[src/hdl/lowest_free_slot_interval_allocator_defines.svh]
// Assertion macros used by the allocator's top-level RTL file.
`ifndef LOWEST_FREE_SLOT_INTERVAL_ALLOCATOR_DEFINES_SVH
`define LOWEST_FREE_SLOT_INTERVAL_ALLOCATOR_DEFINES_SVH

// Same-cycle implication, switched off while reset is held.
`define LFSIA_ASSERT_NOW(label, ante, cons, msg) \
  label: assert property (@(posedge clk) disable iff (rst) (ante) |-> (cons)) \
    else $error(msg);

// Next-cycle implication, checked during reset as well.
`define LFSIA_ASSERT_NEXT(label, ante, cons, msg) \
  label: assert property (@(posedge clk) (ante) |=> (cons)) else $error(msg);

`endif

[src/hdl/lfsia_pkg.sv]
// Package with the shared constants and types of the slot allocator.
package lfsia_pkg;

  localparam int NUM_SLOTS_DEF  = 64;
  localparam int COUNT_BITS_DEF = 20;
  localparam int TIME_BITS      = 32;

  // One job request as it travels down the row of cells.
  typedef struct packed {
    logic                 restart;
    logic [TIME_BITS-1:0] end_time;
    logic [TIME_BITS-1:0] start_time;
  } req_t;

endpackage

[src/hdl/lfsia_cell.sv]
// One slot cell of the allocator row: holds a slot and passes each request on.
module lfsia_cell
  import lfsia_pkg::*;
#(
  parameter int INDEX      = 0,
  parameter int SLOT_BITS  = 6,
  parameter int COUNT_BITS = COUNT_BITS_DEF
) (
  input  logic                  clk,
  input  logic                  rst,
  input  logic                  en,
  input  logic                  in_valid,
  input  req_t                  in_req,
  input  logic                  in_found,
  input  logic [SLOT_BITS-1:0]  in_slot,
  input  logic [COUNT_BITS-1:0] in_uses,
  output logic                  out_valid,
  output req_t                  out_req,
  output logic                  out_found,
  output logic [SLOT_BITS-1:0]  out_slot,
  output logic [COUNT_BITS-1:0] out_uses
);

  logic                  busy;
  logic [TIME_BITS-1:0]  end_reg;
  logic [COUNT_BITS-1:0] count;

  logic                  busy_now;
  logic [COUNT_BITS-1:0] count_now;
  logic                  expired;
  logic                  claim;
  logic [COUNT_BITS-1:0] count_inc;
  logic                  busy_next;
  logic [COUNT_BITS-1:0] count_next;

  always_comb begin
    // A restart empties the slot before the freeing rule is applied.
    busy_now   = busy && !in_req.restart;
    count_now  = in_req.restart ? '0 : count;
    expired    = end_reg <= in_req.start_time;
    claim      = !in_found && (!busy_now || expired);
    count_inc  = (count_now == '1) ? count_now : count_now + 1'b1;
    busy_next  = claim || (busy_now && !expired);
    count_next = claim ? count_inc : count_now;
  end

  always_ff @(posedge clk) begin
    if (rst) begin
      busy  <= 1'b0;
      count <= '0;
    end else if (en && in_valid) begin
      busy  <= busy_next;
      count <= count_next;
    end
  end

  always_ff @(posedge clk) begin
    if (en && in_valid && claim) begin
      end_reg <= in_req.end_time;
    end
  end

  always_ff @(posedge clk) begin
    if (rst) begin
      out_valid <= 1'b0;
    end else if (en) begin
      out_valid <= in_valid;
    end
  end

  always_ff @(posedge clk) begin
    if (en) begin
      out_req   <= in_req;
      out_found <= in_found || claim;
      out_slot  <= claim ? SLOT_BITS'(INDEX) : in_slot;
      out_uses  <= claim ? count_inc : in_uses;
    end
  end

endmodule

[config.mk]
export PLATFORM = sky130hd
export DESIGN_NAME = lfsia_cell
export DESIGN_NICKNAME = d
export VERILOG_FILES = /design/src/hdl/lowest_free_slot_interval_allocator_defines.svh /design/src/hdl/lfsia_pkg.sv /design/src/hdl/lfsia_cell.sv
export SDC_FILE = /design/constraint.sdc
export NUM_CORES = 1
export LEC_CHECK = 0
export ABC_AREA = 1
export BUFFER_PORTS_ARGS = -buffer_cell sky130_fd_sc_hd__buf_2
export CAP_MARGIN = 25
export CORE_ASPECT_RATIO = 0.8
export CORE_UTILIZATION = 47
export DETAILED_ROUTE_END_ITERATION = 10
export GPL_TIMING_DRIVEN = 1
export PLACE_DENSITY = 0.8
export SLEW_MARGIN = 5
export SYNTH_ARGS = -nofsm -noshare
export SYNTH_HDL_FRONTEND = slang
export SYNTH_SLANG_ARGS = --single-unit
[constraint.sdc]
create_clock -name clk -period 3.8 [get_ports clk]
set_input_delay 0.38 -clock clk [delete_from_list [all_inputs] [get_ports clk]]
set_output_delay 0.38 -clock clk [all_outputs]
set_load 0.05 [all_outputs]
==> results of run 1 <==
==> report_power, final <==
part	internal [W]	leakage (nW)	switching, W	total, W
Combinational	0.000149	2.15	0.000460	0.000608
Clock	0.000964	0.263	0.000652	0.00162
Sequential	0.00185	1.38	0.0000349	0.00188
Total	0.00296	3.79	0.00115	0.00411
==> critical path: stages (launching register included) <==
cell and delay (ns):
edfxtp_1 0.37, ha_1 0.31, nand2_1 0.09, nor2_1 0.30
nand4_1 0.19, nor2_1 0.14, a21oi_1 0.11, a21oi_1 0.18
buf_4 0.18, inv_1 0.08, nor2_4 0.07, buf_4 0.39
==> cell type report <==
type | instances | area, sq um | share of cell area
clock buffers | 19 | 433 | 0.0516
repair buffers | 197 | 1030 | 0.122
well taps | 180 | 225 | 0.0268
diodes | 4 | 10.0 | 0.00119
inverters | 75 | 287 | 0.0341
multi-input cells | 413 | 2110 | 0.251
clock inverters | 13 | 138 | 0.0164
flip-flops and latches | 146 | 4160 | 0.496
==> through the flow <==
step                      power, W   util
final                      0.00411  0.613
after global placement     0.00251  0.568
after global routing       0.00425  0.613
after CTS                  0.00413  0.610
after floorplan            0.00233      -
after detailed placement   0.00252  0.568
==> worst paths after layout <==
| kind | to | slack, ns | startpoint |
|---|---|---|---|
| setup / recovery | end_reg[2]$_DFFE_PP_ | 1.02 | end_reg[7]$_DFFE_PP_ |
| hold / removal | out_valid$_SDFFE_PP0P_ | 0.14 | rst |
| setup reg to reg | end_reg[2]$_DFFE_PP_ | 1.02 | end_reg[7]$_DFFE_PP_ |
| hold reg to reg | out_valid$_SDFFE_PP0P_ | 0.46 | out_valid$_SDFFE_PP0P_ |
==> routing by layer <==
| layer | vias up | share of wire |
|---|---|---|
| met2 | 237 | 0.45 |
| li1 | 2625 | - |
| met1 | 2503 | 0.45 |
| met5 | - | 0 |
| met3 | 35 | 0.069 |
| met4 | 0 | 0.028 |
==> Yosys cell counts (all sizes together), types with 2 or more instances <==
cell type / count / area [sq um]
inv: 74 / 278
nand3: 60 / 300
nor2: 89 / 349
edfxtp: 124 / 3720
ha: 33 / 413
nor3: 3 / 26.3
buf: 14 / 97.6
clkbuf: 7 / 26.3
nand3b: 2 / 15.0
a31o: 2 / 17.5
nand4: 8 / 50.1
o21ai: 29 / 149
nand2: 145 / 559
dfxtp: 22 / 440
or2: 3 / 18.8
a21oi: 35 / 175
==> logic make-up after synthesis <==
logic type | count (synthesis) | synth area share
adder cells (fa/ha/maj) | 33 | 0.0618
flip-flops | 146 | 0.624
AND/OR/NAND/NOR | 310 | 0.197
XOR/XNOR | 1 | 0.00131
AO/OA/AOI/OAI | 69 | 0.0543
buffers and inverters | 96 | 0.0615
==> impl_results.md, run 1 <==
- First-pass GRT wire length: 24900 um
- Crit path DAT: 2.85 ns
- Commonest non-fill, non-tap cell in the layout: buf_2
- Distinct cell type count after synthesis: 30
- Via/cell ratio: about 5.2
- Via count: 5400
- Share of layout cells above drive strength 1: 0.282
- RePlAce Congestion: around 0.96
- Die span in y: 109 um
- Drt total wl: 15800 um
- Max rail drop VDD: around 0.31 mV
- Global-route track usage on met2: 0.358
- Cell depth of the worst flop-to-flop path: 11
- Clock Root Buffer: clkbuf_16
- Port buffer count: 188
- CTS tree: yes
- Setup violators final: 0
- Largest net degree at the start of global routing: 61
- Setup TNS: 0 ns
- Post-synthesis cell count: 655
- Leak pwr: 3.79 nW
- Power Density: 490 mW/mm^2
- Fin cells: 1047
- Crit start category: flop
- Max cap viols: 0
- Warnings, synthesis: 0
- H-tree depth: 4
- Most frequent cells in the layout: buf_2 (187), nand2_1 (141), edfxtp_1 (124), nor2_1 (84), inv_1 (74)
- Placed cells: a little over 1000
- Fmax: around 360 MHz
- CP max FO: 32
- Num CTS Buffers: 17
- Post-route DRC violation count: 0
- Num ports: 189
- Avg Inst Size Synth: 10.2 sq um
- GRT Resource Usage Total: 0.225
- Final net count: 979
- CTS Hold Bufs: 0
- Hold Violations, Final: 0
- Die area: ~0.015 sq mm
- Grt met1 use: 0.292
- GRT overflow: 0
- Unrepaired setup endpoints after global routing: false
- Initial antenna violation count: 3
- Clk_skew: roughly 0.013 ns
- Hold depth: 2
- Cell Area, Placed: 0.00778 sq mm
- First-pass DRT Iterations: 5
- CP endpoint kind: flop
- Hold WC Path Type: in2reg
- Run status: complete, no violations
- Core area: 0.0137 sq mm
- DP HPWL: 11400 um
- Seq/Total Area, Yosys: 0.624
- Setup slack at placement: 0.872 ns
- Area grow syn2layout: 25.7%
- EDFF count, synth: 124
- WL/cell: 15.1 um
- Number of synthesized register bits: approximately 150
- Post-synth ARST share: 0
- Pins over their slew limit: 0
- Worst hold slack: approximately 0.14 ns
- # clock sinks: 146
- ANT nets after route: 0
- Filler cells: 1076
- Vias in the first global route: 5019
- Max FFs per register: 65
- Netlist Area Pre-Place: 0.00668 sq mm
- Setup CP Type: reg2reg
- Die X: 135 um
- Ys flop type: edfxtp_1
- WP data required: 3.87 ns
- Initial Util: 0.488
- Clock Tree Buf Depth: 2
- Post-CTS repair timing setup buffer count: 0
- Worst Tran Pin Value: around 0.8 ns
- # rows: 38
- Tmin final: 2.78 ns
- Final WS setup: ~1 ns
- GR peak layer: met2
- Worst-skew pair later-pin latency: 0.42 ns
- Reg clk slew, reported paths: 0.06 ns
- Worst slew margin: 0.475
- Final Cell Area: 0.00839 sq mm
- Final period util: 0.732
- Syn nets: 784
- Post_cts resized: 0
- Iteration-0 DRC Markers: 376
- Met3 Resource Use GR: 0.0581
(Power assumes the default switching activity.)
==> run 2: changes to the inputs <==
--- a/config.mk
+++ b/config.mk
@@ -5,7 +5,7 @@
 export SDC_FILE = /design/constraint.sdc
 export NUM_CORES = 1
 export LEC_CHECK = 0
-export ABC_AREA = 1
+export ABC_AREA = 0
 export BUFFER_PORTS_ARGS = -buffer_cell sky130_fd_sc_hd__buf_2
 export CAP_MARGIN = 25
 export CORE_ASPECT_RATIO = 0.8
==> constraint.sdc (replaced) <==
create_clock -name clk -period 2.48 [get_ports clk]
set_input_delay 0.248 -clock clk [delete_from_list [all_inputs] [get_ports clk]]
set_output_delay 0.248 -clock clk [all_outputs]
set_load 0.05 [all_outputs]
==> run 2 against run 1 <==
Net effect: the run now ends with setup timing left; flip-flop and latch count stayed put; final cell count is 8.2% lower; maximum frequency is 3.6% higher; critical path type unchanged; critical path depth is 2 lower.
==> impl_results.md, run 2 <==
- Clock Root Buffer: clkbuf_16
- Pins over their slew limit: 0 (unchanged)
- Crit start category: flop
- Filler cells: 966 (-10%)
- Reg clk slew, reported paths: 0.06 ns (about the same)
- N_diodes: 0 (-4)
- Port buffer count: 188 (unchanged)
- Number of synthesized register bits: 146 (unchanged)
- Hold Violations, Final: 0 (unchanged)
- Drt total wl: 17300 um (+9.6%)
- Ys flop type: edfxtp_1
- Fmax: 373 MHz (+3.6%)
- CP max FO: 5 (-84%)
- EDFF count, synth: 124 (unchanged)
- Crit path DAT: 3.03 ns (+0.18 ns)
- Max rail drop VDD: 0.474 mV (+51%)
- ANT nets after route: 0 (unchanged)
- Leak pwr: 3.81 nW (+0.36%)
- Share of the synthesized area in the top cell type: 0.572 (+0.0147)
- Die area: 0.0143 sq mm (-2.5%)
- Setup CP Type: reg2reg
- Num CTS Buffers: 17 (unchanged)
- Setup violators final: 76 (+76)
- Top-count cell post-synth: edfxtp_1
- Initial Util: 0.480 (-0.00752)
- Unrepaired setup endpoints after global routing: true
- Final period util: 1.08 (+0.350)
- Vias in the first global route: 5025 (+0.12%)
- Clock Tree Buf Depth: 2 (unchanged)
- Area leader, netlist: edfxtp_1
- Max cap viols: 0 (unchanged)
- Power Density: 675 mW/mm^2 (+38%)
- Run status: complete, but fails checks
- Post-synthesis cell count: 505 (-23%)
- Die span in y: 107 um (-1.3%)
- Share of layout cells above drive strength 1: 0.475 (+0.193)
- Seq/Total Area, Yosys: 0.640 (+0.0164)
- Die X: 134 um (-1.3%)
- Failing checks: setup timing
- GRT overflow: 0 (unchanged)
- Initial antenna violation count: 0 (-3)
- Final net count: 897 (-8.4%)
- # clock sinks: 146 (unchanged)
- RePlAce Congestion: 0.914 (-5.2%)
- CTS tree: yes
- Worst-skew pair later-pin latency: 0.43 ns (about the same)
- WP data required: 2.83 ns (-1.04 ns)
- Largest net degree at the start of global routing: 60 (-1.6%)
- Via/cell ratio: 5.26 (+2.0%)
- Final WS setup: -0.203 ns (-1.22 ns)
- Post-route DRC violation count: 0 (unchanged)
- Warnings, synthesis: 0 (unchanged)
- Synth area leaders: edfxtp_1 (57%), dfxtp_1 (6.8%), ha_1 (6.3%), a21oi_1 (3.2%), inv_1 (2.0%)
- Commonest non-fill, non-tap cell in the layout: buf_2
- Clk_skew: 0.00811 ns (-0.00519 ns)
- Core area: 0.0136 sq mm (-1.0%)
- Hold WC Path Type: in2reg
- Distinct cell type count after synthesis: 52 (+73%)
- Tmin final: 2.68 ns (-0.0967 ns)
- # rows: 38 (unchanged)
- First-pass DRT Iterations: 7 (+2)
- WL/cell: 18.0 um (+19%)
- Avg Inst Size Synth: 12.9 sq um (+26%)
- Iteration-0 DRC Markers: 340 (-9.6%)
- Multi-input gate area: 0.00252 sq mm (+19%)
- Most frequent cells in the layout: buf_2 (187), edfxtp_1 (124), buf_4 (52), inv_1 (35), nand2_1 (32)
- Register area: 0.00416 sq mm (unchanged)
- Max FFs per register: 65 (unchanged)
- CP endpoint kind: flop
- Syn nets: 634 (-19%)
- Area grow syn2layout: 42.7%
- GRT Resource Usage Total: 0.241 (+0.0163)
- Post-synth ARST share: 0 (unchanged)
- First-pass GRT wire length: 26000 um (+4.4%)
- Num ports: 189 (unchanged)
- Setup slack at placement: -0.334 ns (-1.21 ns)
- Worst slew margin: 0.464 (-0.0110)
- Via count: 5056 (-6.4%)
- Netlist Area Pre-Place: 0.00651 sq mm (-2.6%)
- Synth top cells by count: edfxtp_1 (124), a21oi_1 (41), inv_1 (35), nand2_1 (35), ha_1 (33)
- Worst Tran Pin Value: 0.804 ns (+0.0165 ns)
- DP HPWL: 11600 um (+2.6%)
- Setup TNS: -10.21 ns (-10.21 ns)
- H-tree depth: 4 (unchanged)
run 2: cell count changes after synthesis, sizes merged, moves of 7 or more:
cell | previous run | this run
nand2 | 145 | 35
nand2b | 0 | 10
o21ai | 29 | 6
nor3 | 3 | 10
nor2b | 0 | 21
xnor2 | 0 | 13
nor2 | 89 | 29
nand3b | 2 | 10
nand3 | 60 | 14
inv | 74 | 35
run 2: report_power, final:
part           total [W]  internal, W  leakage, nW  switching, W
clock            0.00243      0.00139        0.271       0.00104
sequential       0.00285      0.00281         1.38     0.0000357
combinational   0.000988     0.000295         2.16      0.000692
total            0.00627      0.00450         3.81       0.00177
run 2: worst paths after layout:
check / startpoint / endpoint / slack [ns] / cells after the start
min: in_req[62] / out_req[62]$_DFFE_PP_ / 0.01 / 1
max: end_reg[11]$_DFFE_PP_ / count[3]$_SDFFE_PP0P_ / -0.20 / 9
min reg2reg: out_valid$_SDFFE_PP0P_ / out_valid$_SDFFE_PP0P_ / 0.49 / 2
max reg2reg: end_reg[11]$_DFFE_PP_ / count[3]$_SDFFE_PP0P_ / -0.20 / 9
run 2: area by class of cell:
class,count,share of cell area
clock inverters,14,0.0142
clock buffers,18,0.0462
flip-flops and latches,146,0.449
well taps,180,0.0243
inverters,35,0.0142
multi-input cells,307,0.271
repair buffers,261,0.181
run 2: cells by family (layout without fill, tap and decap cells):
group / Yosys count / in the layout / share of synthesized area
DFF: 146 / 146 / 0.640
adders and majority gates: 33 / 33 / 0.0635
and+or+nand+nor: 167 / 167 / 0.146
buffers and inverters: 52 / 328 / 0.0319
muxes: 8 / 8 / 0.0131
AOI/OAI and AO/OA: 81 / 81 / 0.0817
xor gates and xnor gates: 18 / 18 / 0.0242
run 2: critical path, stage by stage, from the launching register on:
cell and delay, ns:
edfxtp_1 0.37, ha_1 0.30, nand4_1 0.16, buf_4 0.14
nor2_1 0.04, a221o_1 0.34, o31a_4 0.34, nor3_4 0.27
or4b_4 0.51, a21oi_2 0.16
run 2: repair_timing:
action,in CTS,in global routing
buffers inserted,10,5
endpoints found under the setup margin,79,79
gates cloned,2,3
hold buffers,1,0
hold endpoints to repair,2,0
pin swaps,24,12
gates resized for setup,49,35
run 2: layer usage:
layer,GRT usage,part of all wire,vias to the layer above
met5,0,0,-
met4,0.105,0.023,0
met3,0.0553,0.062,31
met2,0.398,0.50,207
met1,0.306,0.41,2424
li1,-,-,2394
run 2: through the flow:
stage               hold slack, ns   util  instance area [sq um]  std cells  total power [W]
finish                     0.00959  0.685                   9280        961          0.00627
global route              -0.00619  0.685                   9280        961          0.00648
CTS                       0.000695  0.666                   9020        954          0.00626
detailed placement           0.440  0.596                   8080        911          0.00379
global placement             0.440  0.596                   8080        911          0.00376
floorplan                    0.347      -                   6580        505          0.00347
==> run 3: changes to the inputs <==
--- a/config.mk
+++ b/config.mk
@@ -11,7 +11,7 @@
 export CORE_ASPECT_RATIO = 0.8
 export CORE_UTILIZATION = 47
 export DETAILED_ROUTE_END_ITERATION = 10
-export GPL_TIMING_DRIVEN = 1
+export GPL_TIMING_DRIVEN = 0
 export PLACE_DENSITY = 0.8
 export SLEW_MARGIN = 5
 export SYNTH_ARGS = -nofsm -noshare
==> run 3 against run 2 <==
Net effect: the flow still finishes with violations (setup timing); worst hold slack improved by 0.0086 ns; non-clock buffer count shrank 26; routed wire length down 1.6%; total power decreased by 2.1%; maximum frequency is 0.26% lower; final area is 3.4% lower; combinational power shrank 2.5%; first-iteration DRC count is 2.4% higher; flip-flop and latch count is the same; critical path type unchanged; critical endpoint is now count[0]$_SDFFE_PP0P_; largest cell class unchanged; highest routed layer unchanged.
==> impl_results.md, run 3 (synthesis results as in run 2) <==
- Run status: complete, but fails checks
- Failing checks: setup timing
- Setup violators final: 77 (+1.3%)
- Max FFs per register: 65 (unchanged)
- Cell depth of the worst flop-to-flop path: 10 (+1)
- N_diodes: 0 (unchanged)
- Power Density: 684 mW/mm^2 (+1.3%)
- Post-route DRC violation count: 0 (unchanged)
- Sequential share of power: 0.465 (+0.010)
- CP endpoint kind: flop
- Net Sw Frac: 0.286 (+0.00445)
- Switching power: 0.00176 W (-0.53%)
- Share of layout cells above drive strength 1: 0.420 (-0.0552)
- First-pass DRT Iterations: 5 (-2)
- # clock sinks: 146 (unchanged)
- Hold WC Path Type: in2reg
- Met3 Resource Use GR: 0.0430 (-0.0123)
- Multi-input gate area: 0.00245 sq mm (-2.9%)
- Vias in the first global route: 5151 (+2.5%)
- GRT overflow: 0 (unchanged)
- Setup CP Type: reg2reg
- Setup TNS: -8.98 ns (+1.22 ns)
- Clk_skew: 0.0115 ns (+0.00343 ns)
- Most frequent cells in the layout: buf_2 (188), edfxtp_1 (124), inv_1 (34), nand2_1 (34), a21oi_1 (28)
- Tmin final: 2.69 ns (+0.00700 ns)
- Core Util, Final: 0.662 (-0.0231)
- Fmax: 372 MHz (-0.26%)
- Clock Tree Buf Depth: 2 (unchanged)
- Final period util: 1.08 (+0.00282)
- Global-route track usage on met2: 0.404 (+0.00632)
- Final net count: 871 (-2.9%)
- CTS tree: yes
- H-tree depth: 4 (unchanged)
- Iteration-0 DRC Markers: 348 (+2.4%)
- Clock group share of total power: 0.378 (-0.010)
- First-pass GRT wire length: 25400 um (-2.2%)
- Logic pwr share: 0.157 (about the same)
- ANT nets after route: 0 (unchanged)
- Worst hold slack: 0.0182 ns (+0.00860 ns)
- Die span in y: 107 um (unchanged)
- Largest net degree at the start of global routing: 53 (-12%)
- CP max FO: 9 (+4)
- Die area: 0.0143 sq mm (unchanged)
- Crit start category: flop
- Placed cells: 873 (-4.2%)
- Fin cells: 935 (-2.7%)
- Cell internal pwr: 0.00438 W (-2.7%)
- Initial antenna violation count: 0 (unchanged)
- Grt met1 use: 0.291 (-0.0149)
- Worst slew margin: 0.468 (+0.00352)
- Hold Violations, Final: 0 (unchanged)
- Crit path DAT: 3.04 ns (about the same)
- WL/cell: 18.2 um (+1.2%)
- Pins over their slew limit: 0 (unchanged)
- Hold depth: 1 (unchanged)
- Via/cell ratio: 5.45 (+3.6%)
- # rows: 38 (unchanged)
- Max rail drop VDD: 0.546 mV (+15%)
- Clock Root Buffer: clkbuf_16
- Max cap viols: 0 (unchanged)
- Via count: 5097 (+0.81%)
- Num CTS Buffers: 17 (unchanged)
- Filler cells: 979 (+1.3%)
- Worst-skew pair later-pin latency: 0.42 ns (about the same)
- Final WS setup: -0.210 ns (-0.00700 ns)
- Area grow syn2layout: 37.9%
- DP HPWL: 11300 um (-2.9%)
- Commonest non-fill, non-tap cell in the layout: buf_2
- Drt total wl: 17000 um (-1.6%)
- Initial Util: 0.480 (unchanged)
- Num ports: 189 (unchanged)
- GRT Resource Usage Total: 0.237 (-0.00474)
- Core area: 0.0136 sq mm (unchanged)
- Reg clk slew, reported paths: 0.06 ns (about the same)
- Register area: 0.00417 sq mm (about the same)
- Final Power: 0.00614 W (-2.1%)
- RePlAce Congestion: 0.916 (+0.16%)
- Die X: 134 um (unchanged)
- GR peak layer: met2
- Leak pwr: 3.61 nW (-5.2%)
- Worst Tran Pin Value: 0.787 ns (-0.0164 ns)
- WP data required: 2.83 ns (about the same)
- Unrepaired setup endpoints after global routing: true
- Port buffer count: 187 (-0.53%)
-- run 3: changes by cell type in the layout (fill, tap and decap cells not counted), moves of 5 or more --
cell	before	now
nand2b_1	5	10
buf_6	10	2
nand2b_4	5	0
clkbuf_1	1	7
buf_4	52	20
dlygate4sd3_1	1	6
-- run 3: final cells by class --
type / count / area share
flip-flops and latches: 146 / 0.464
multi-input cells: 307 / 0.273
repair buffers: 218 / 0.145
clock buffers: 18 / 0.0478
well taps: 180 / 0.0251
plain buffers: 17 / 0.0183
inverters: 35 / 0.0146
clock inverters: 14 / 0.0117
-- run 3: path summary, 6_finish.rpt --
path,from,slack (ns),end
min reg2reg,out_valid$_SDFFE_PP0P_,0.50,out_valid$_SDFFE_PP0P_
min,in_req[44],0.02,out_req[44]$_DFFE_PP_
max reg2reg,end_reg[21]$_DFFE_PP_,-0.21,count[0]$_SDFFE_PP0P_
max,end_reg[21]$_DFFE_PP_,-0.21,count[0]$_SDFFE_PP0P_
-- run 3: worst max-delay path: stages, from the launching register on --
cell and delay, ns:
edfxtp_1 0.41, ha_1 0.33, nand4_1 0.18, nor4_4 0.40, nor3b_4 0.28, o31a_4 0.24, nor3_4 0.06, buf_12 0.14
buf_4 0.15, a2111oi_4 0.27, nand3b_1 0.14
-- run 3: power by group through the flow --
stage	Combinational, W	Clock (W)	Sequential [W]
2_1_floorplan	0.000162	0	0.00331
3_3_place_gp	0.000839	0	0.00290
3_5_place_dp	0.000861	0	0.00290
4_1_cts	0.000915	0.00235	0.00285
5_1_grt	0.00101	0.00247	0.00286
6_report	0.000963	0.00232	0.00285
-- run 3: through the flow --
step	setup slack, ns	area, sq um
6_report	-0.210	8970
5_1_grt	-0.298	8970
4_1_cts	-0.219	8660
3_5_place_dp	-0.636	7760
3_3_place_gp	-1.13	7740
2_1_floorplan	-0.117	6580
-- run 3: what timing repair did --
| item | CTS | global route |
|---|---|---|
| hold buffers | 5 | 1 |
| pin swaps | 16 | 15 |
| hold endpoints to repair | 8 | 1 |
| setup buffers | 15 | 4 |
| gates cloned | 0 | 5 |
| gates resized for setup | 29 | 34 |
| endpoints found under the setup margin | 78 | 79 |
-- run 3: routing by layer --
layer	vias up	share of wire
met4	0	0.013
met2	251	0.50
met5	-	0
met3	21	0.072
li1	2345	-
met1	2480	0.41
